$ cat config.mk
export PLATFORM = sky130hd
export DESIGN_NAME = psched_ctrl
export DESIGN_NICKNAME = d
export VERILOG_FILES = /design/src/sv/psched_pkg.sv /design/src/sv/psched_ctrl.sv
export SDC_FILE = /design/constraint.sdc
export NUM_CORES = 1
export LEC_CHECK = 0
export ABC_CLOCK_PERIOD_IN_PS = 3500
export BUFFER_PORTS_ARGS = -buffer_cell sky130_fd_sc_hd__buf_2
export CAP_MARGIN = 20
export CORE_AREA = 5 5 42 44
export DETAILED_ROUTE_END_ITERATION = 16
export DIE_AREA = 0 0 47 49
export MAX_ROUTING_LAYER = met4
export PLACE_DENSITY_LB_ADDON = 0.25
export SLEW_MARGIN = 20
export SYNTH_ARGS = -nofsm -noshare
export SYNTH_HDL_FRONTEND = slang
export SYNTH_SLANG_ARGS = --single-unit
$ cat constraint.sdc
create_clock -name clk -period 3.5 [get_ports clk]
set_input_delay 0.35 -clock clk [delete_from_list [all_inputs] [get_ports clk]]
set_output_delay 0.35 -clock clk [all_outputs]
set_load 0.01 [all_outputs]
$ cat src/sv/psched_pkg.sv
// ---------------------------------------------------------------------------
// psched_pkg: shared types and constants for the priority bitmap scheduler
// Sizes, request codes, controller states and the command/status structs.
// ---------------------------------------------------------------------------
package psched_pkg;

  localparam int MaxTasks   = 64;
  localparam int NumPrio    = 256;
  localparam int TaskW      = $clog2(MaxTasks);
  localparam int PrioW      = $clog2(NumPrio);
  localparam int QuantW     = 8;
  localparam int LeafGroups = NumPrio / 8;
  localparam int MidGroups  = LeafGroups / 8;
  localparam logic [QuantW-1:0] QuantumResetVal = 8'd10;

  // request kinds carried in tuser
  typedef enum logic [1:0] {
    REQ_ENQ  = 2'd0,
    REQ_DEQ  = 2'd1,
    REQ_TICK = 2'd2,
    REQ_NOP  = 2'd3
  } req_t;

  typedef enum logic [3:0] {
    ST_IDLE,
    ST_DECODE,
    ST_TICK,
    ST_OUT_RD,
    ST_OUT_WR,
    ST_IN_RD,
    ST_IN_WR,
    ST_PICK,
    ST_RESULT
  } state_t;

  // controller to datapath
  typedef struct packed {
    logic accept;
    logic decode;
    logic tick_upd;
    logic out_rd;
    logic out_wr;
    logic in_rd;
    logic in_wr;
    logic pick;
    logic result;
  } cmd_t;

  // datapath to controller
  typedef struct packed {
    logic enq_ok;
    logic deq_ok;
    logic is_tick;
    logic q_zero;
    logic run_queued;
    logic out_busy;
  } stat_t;

  // index of the highest set bit of an 8-bit group, 0 when empty
  function automatic logic [2:0] hi_bit8(input logic [7:0] v);
    logic [2:0] r;
    r = 3'd0;
    for (int i = 0; i < 8; i++) begin
      if (v[i]) r = 3'(i);
    end
    return r;
  endfunction

endpackage

$ cat src/sv/psched_ctrl.sv
// ---------------------------------------------------------------------------
// psched_ctrl: scheduler sequencer
// Steps one request through table reads, link updates, pick and result.
// ---------------------------------------------------------------------------
module psched_ctrl
  import psched_pkg::*;
(
  input  logic   clk,
  input  logic   rst,
  input  logic   in_valid,
  input  stat_t  stat,
  output cmd_t   cmd
);

  state_t state, state_next;
  logic   rotate, rotate_next;

  // state and rotate flag
  always_ff @(posedge clk) begin
    if (rst) begin
      state  <= ST_IDLE;
      rotate <= 1'b0;
    end else begin
      state  <= state_next;
      rotate <= rotate_next;
    end
  end

  // next state
  always_comb begin
    state_next  = state;
    rotate_next = rotate;
    case (state)
      ST_IDLE: begin
        rotate_next = 1'b0;
        if (in_valid) state_next = ST_DECODE;
      end
      ST_DECODE: begin
        if (stat.enq_ok)       state_next = ST_IN_RD;
        else if (stat.deq_ok)  state_next = ST_OUT_RD;
        else if (stat.is_tick) state_next = ST_TICK;
        else                   state_next = ST_PICK;
      end
      ST_TICK: begin
        if (stat.q_zero && stat.run_queued) begin
          rotate_next = 1'b1;
          state_next  = ST_OUT_RD;
        end else begin
          state_next = ST_PICK;
        end
      end
      ST_OUT_RD: state_next = ST_OUT_WR;
      ST_OUT_WR: state_next = rotate ? ST_IN_RD : ST_PICK;
      ST_IN_RD:  state_next = ST_IN_WR;
      ST_IN_WR:  state_next = ST_PICK;
      ST_PICK:   state_next = ST_RESULT;
      ST_RESULT: begin
        if (!stat.out_busy) state_next = ST_IDLE;
      end
      default: state_next = ST_IDLE;
    endcase
  end

  // command outputs
  always_comb begin
    cmd = '0;
    case (state)
      ST_IDLE:   cmd.accept   = 1'b1;
      ST_DECODE: cmd.decode   = 1'b1;
      ST_TICK:   cmd.tick_upd = 1'b1;
      ST_OUT_RD: cmd.out_rd   = 1'b1;
      ST_OUT_WR: cmd.out_wr   = 1'b1;
      ST_IN_RD:  cmd.in_rd    = 1'b1;
      ST_IN_WR:  cmd.in_wr    = 1'b1;
      ST_PICK:   cmd.pick     = 1'b1;
      ST_RESULT: cmd.result   = !stat.out_busy;
      default:   cmd = '0;
    endcase
  end

endmodule

# Word level (Yosys, flattened, before mapping)
# Cells that the tools add are included.
dict set report word_totals {
  ff_bits 5
  input_bits 9
  out_inout_bits 9
  wordCells 38
}
dict set report classes {
  eq_ne 11
  mux 19
  reduce_logical 6
}
# cell count
set ops {}
lappend ops {{one-hot mux 4 bit (9 select lines)} 1}
lappend ops {{equality test 4 x 3 -> 1 bit (second input constant)} 4}
lappend ops {{two-way mux 3 bit} 4}
lappend ops {{two-way mux 1 bit} 10}
lappend ops {{equality test 4 x 2 -> 1 bit (second input constant)} 2}
lappend ops {{two-way mux 4 bit} 2}
lappend ops {{!= test 2 bit (second input constant)} 3}
lappend ops {{equality test 4 x 1 -> 1 bit (second input constant)} 1}
lappend ops {{equality test 4 bit (second input constant)} 1}
lappend ops {{zero test 4 bit} 1}
lappend ops {{AND reduction 2 bit} 2}
lappend ops {{two-way mux 2 bit} 1}
lappend ops {{one-hot mux 1 bit (2 select lines)} 1}
lappend ops {{nonzero test 2 bit} 1}
lappend ops {{logical AND 1 bit} 1}
lappend ops {{zero test 1 bit} 1}

# Longest topological paths before layout
dict set report depth {
  word_depth 4
  ltp_mapped 4
  mapped_depth_nobuf 3
}

# Worst setup path after synthesis
# No wires, ideal clock.
dict set report synth_path {
  path_type {reg-to-output}
  startpoint {register state[0]}
  endpoint {output port cmd[0] (netlist name)}
  t_arrival_ps 1081
  t_required_ps 3150
  slack_ps 2069
  path_stages_with_launch 4
  path_buffers 1
  cell_sequence {dfxtp_1 > buf_2 > or2_2 > nor3_1}
}
# element line_no
set synth_lines {}
lappend synth_lines {{from (decl)} psched_ctrl.sv:15} ;# state_t state, state_next;
lappend synth_lines {{from (signal assigned)} psched_ctrl.sv:24} ;# state <= state_next;
lappend synth_lines {{to (decl)} psched_ctrl.sv:12} ;# output cmd_t cmd

==> flow_summary.ini <==
[outcome]
status = completed

[setup_path]
max_stage_delay_ps = 570
arrival_ps = 1410
reg2reg_from = state[2]
crit_fanout = 10
ff2ff_path_depth = 3
end_kind = primary output
path_cells = or4_4, inv_1, buf_2
setup.worst_path.class = flop to primary output
startpoint_type = flop
required_ps = 3150
startpoint = state[2]
worst_path_max_delay_cell = or4_4

[global_routing]
grt_max_degree = 14
grt_pass1_wl_mm = 1.676
grt_pass1_vias = 378
grt_remaining_overflow = 0
grt_usage = 0.1004
antenna_found_initial = 0

[synth]
syn-num-nets = 57
synth_seq_cells = 5
synth_top_area_share = 0.2640
synth.area.top_cells = dfxtp_1 26%, nor4b_4 6.3%, buf_4 5.9%
ys_warn_count = 0
syn_area_um2 = 379.1
syn-instance-count = 48
syn_area_per_cell_um2 = 7.898
ys_seq_area_frac = 0.2640
synth_cell_types = 26
synth_top_cell_by_area = dfxtp_1

[sta]
period_needed_ps = 1764
skew_ps = 1.518
tightest_slew_ps = 421.5
fmax_ghz = 0.5670
rsz0062_at_grt = false
post-route-period-util = 0.5039
tns_ps = 0
setup_violations = 0
worst_slack_ps = 1736
final_hold_viol_count = 0
slew_headroom = 0.7186
timing.final.max_slew_violations = 0
holdWs_ps = 322.7

[clocking]
ctsHoldBuffers = 0
cts_root_buf = clkbuf_4
post-cts-setup-buffer-count = 0
cts_buffers = 3
cts.clk_slew.worst_paths_ps = 40
ctsResizeCount = 0
h-tree-depth = 1
clk_latency_ps = 240
cts_tree = built
cts.sinks = 5
clock_path_buffers = 2

[placement]
gp_congestion = 0.8061
dpl-instance-area_um2 = 445.4
portBuffers = 17
place_ws_ps = 1989
dpl.hpwl_um = 780.8

[finish]
antenna_cells = 0
stdcell_area_um2 = 471.7
nets = 74
fillCellCount = 162
seqCellArea_um2 = 100.1
syn_to_final_growth_pct = 24.42
drive_gt1_frac = 0.3750
multiInputGateArea_um2 = 229.0

[route]
drt_iter0_markers = 2
vias = 378
drtAntennaViolNets = 0
drc = 0
avgRoutedWirePerCell_um = 12.16
drt_wl_total_um = 973
viasPerCell = 4.725
dr.pass1.iters = 4

[floorplanning]
die_area_mm2 = 0.002303
core_area_mm2 = 0.001401
ios = 18
die_y_um = 49
initial_core_util = 0.2705
rows = 14
die_w_um = 47

[hold_path]
min_path_cells = 2
worstHoldPathType = input port to flop
hp-start = rst

[power]
powerDensity_mw_per_mm2 = 856.0
p_leak_nw = 0.2246
ir_drop_v = 0.0003529
power_mw = 0.4038

[run]
max_cap_viol_count = 0
layout make-up:
| cell class | instances | area share |
|---|---|---|
| multi-input cells | 35 | 0.4854 |
| flip-flops and latches | 5 | 0.2122 |
| repair buffers | 17 | 0.1804 |
| clock buffers | 4 | 0.05570 |
| well taps | 16 | 0.04244 |
| inverters | 3 | 0.02387 |
Yosys cell counts:
cell      number
nor2_1         6
dfxtp_1        5
nand2_1        5
buf_4          3
inv_1          3
nor3_1         3
nor3b_1        2
o211ai_1       2
or2b_1         2
a211oi_1       1
a21boi_0       1
a21oi_1        1
a221oi_1       1
a31oi_1        1
a32oi_1        1
and3b_1        1
buf_2          1
buf_6          1
nand3_1        1
nor2b_1        1
nor4b_1        1
nor4b_4        1
o21ai_0        1
or2_2          1
or3b_2         1
or4_4          1
placed cells by master (no fill, tap or decap), types with 2 or more instances in the layout:
| cell type | count |
|---|---|
| nor3_1 | 3 |
| inv_1 | 3 |
| or2b_1 | 2 |
| nor3b_1 | 2 |
| clkbuf_4 | 3 |
| o211ai_1 | 2 |
| nor2_1 | 6 |
| buf_2 | 17 |
| nand2_1 | 5 |
| dfxtp_1 | 5 |
registers in the layout, indices dropped and copies added (netlist names):
name / flops
rotate: 1
state: 4
power by group:
group | switching, mW | internal [mW] | total (mW)
sequential | 0.0586 | 0.0783 | 0.137
combinational | 0.0963 | 0.105 | 0.201
clock | 0.0228 | 0.0430 | 0.0659
total | 0.178 | 0.226 | 0.404
stage by stage:
step / std cells / utilization
global placement: 76 / 0.3179
global route: 80 / 0.3366
CTS: 80 / 0.3366
floorplan: 48 / -
detailed placement: 76 / 0.3179
finish: 80 / 0.3366
critical path: cells and delay by family, from the launching register on:
family	cells	cell delay, ps
DFF	1	400
and+or+nand+nor	1	570
buffers and inverters	2	210
cell families after synthesis:
family	synth area share
DFF	0.2640
and+or+nand+nor	0.4356
buffers and inverters	0.1320
AOI/OAI and AO/OA	0.1683
per-layer routing:
metal	vias up	wire length, um	global-route usage
met5	-	0	-
met4	0	0	0.05530
met3	0	31	0.02583
met2	5	529	0.1493
met1	173	413	0.1189
li1	200	-	-
final timing paths:
| path | slack, ps | endpoint |
|---|---|---|
| max reg2reg | 2200 | rotate |
| min reg2reg | 450 | state[1] |
| max | 1740 | cmd[8] |
| min | 320 | state[2] |
No activity file was read; power rests on OpenSTA's default activity.
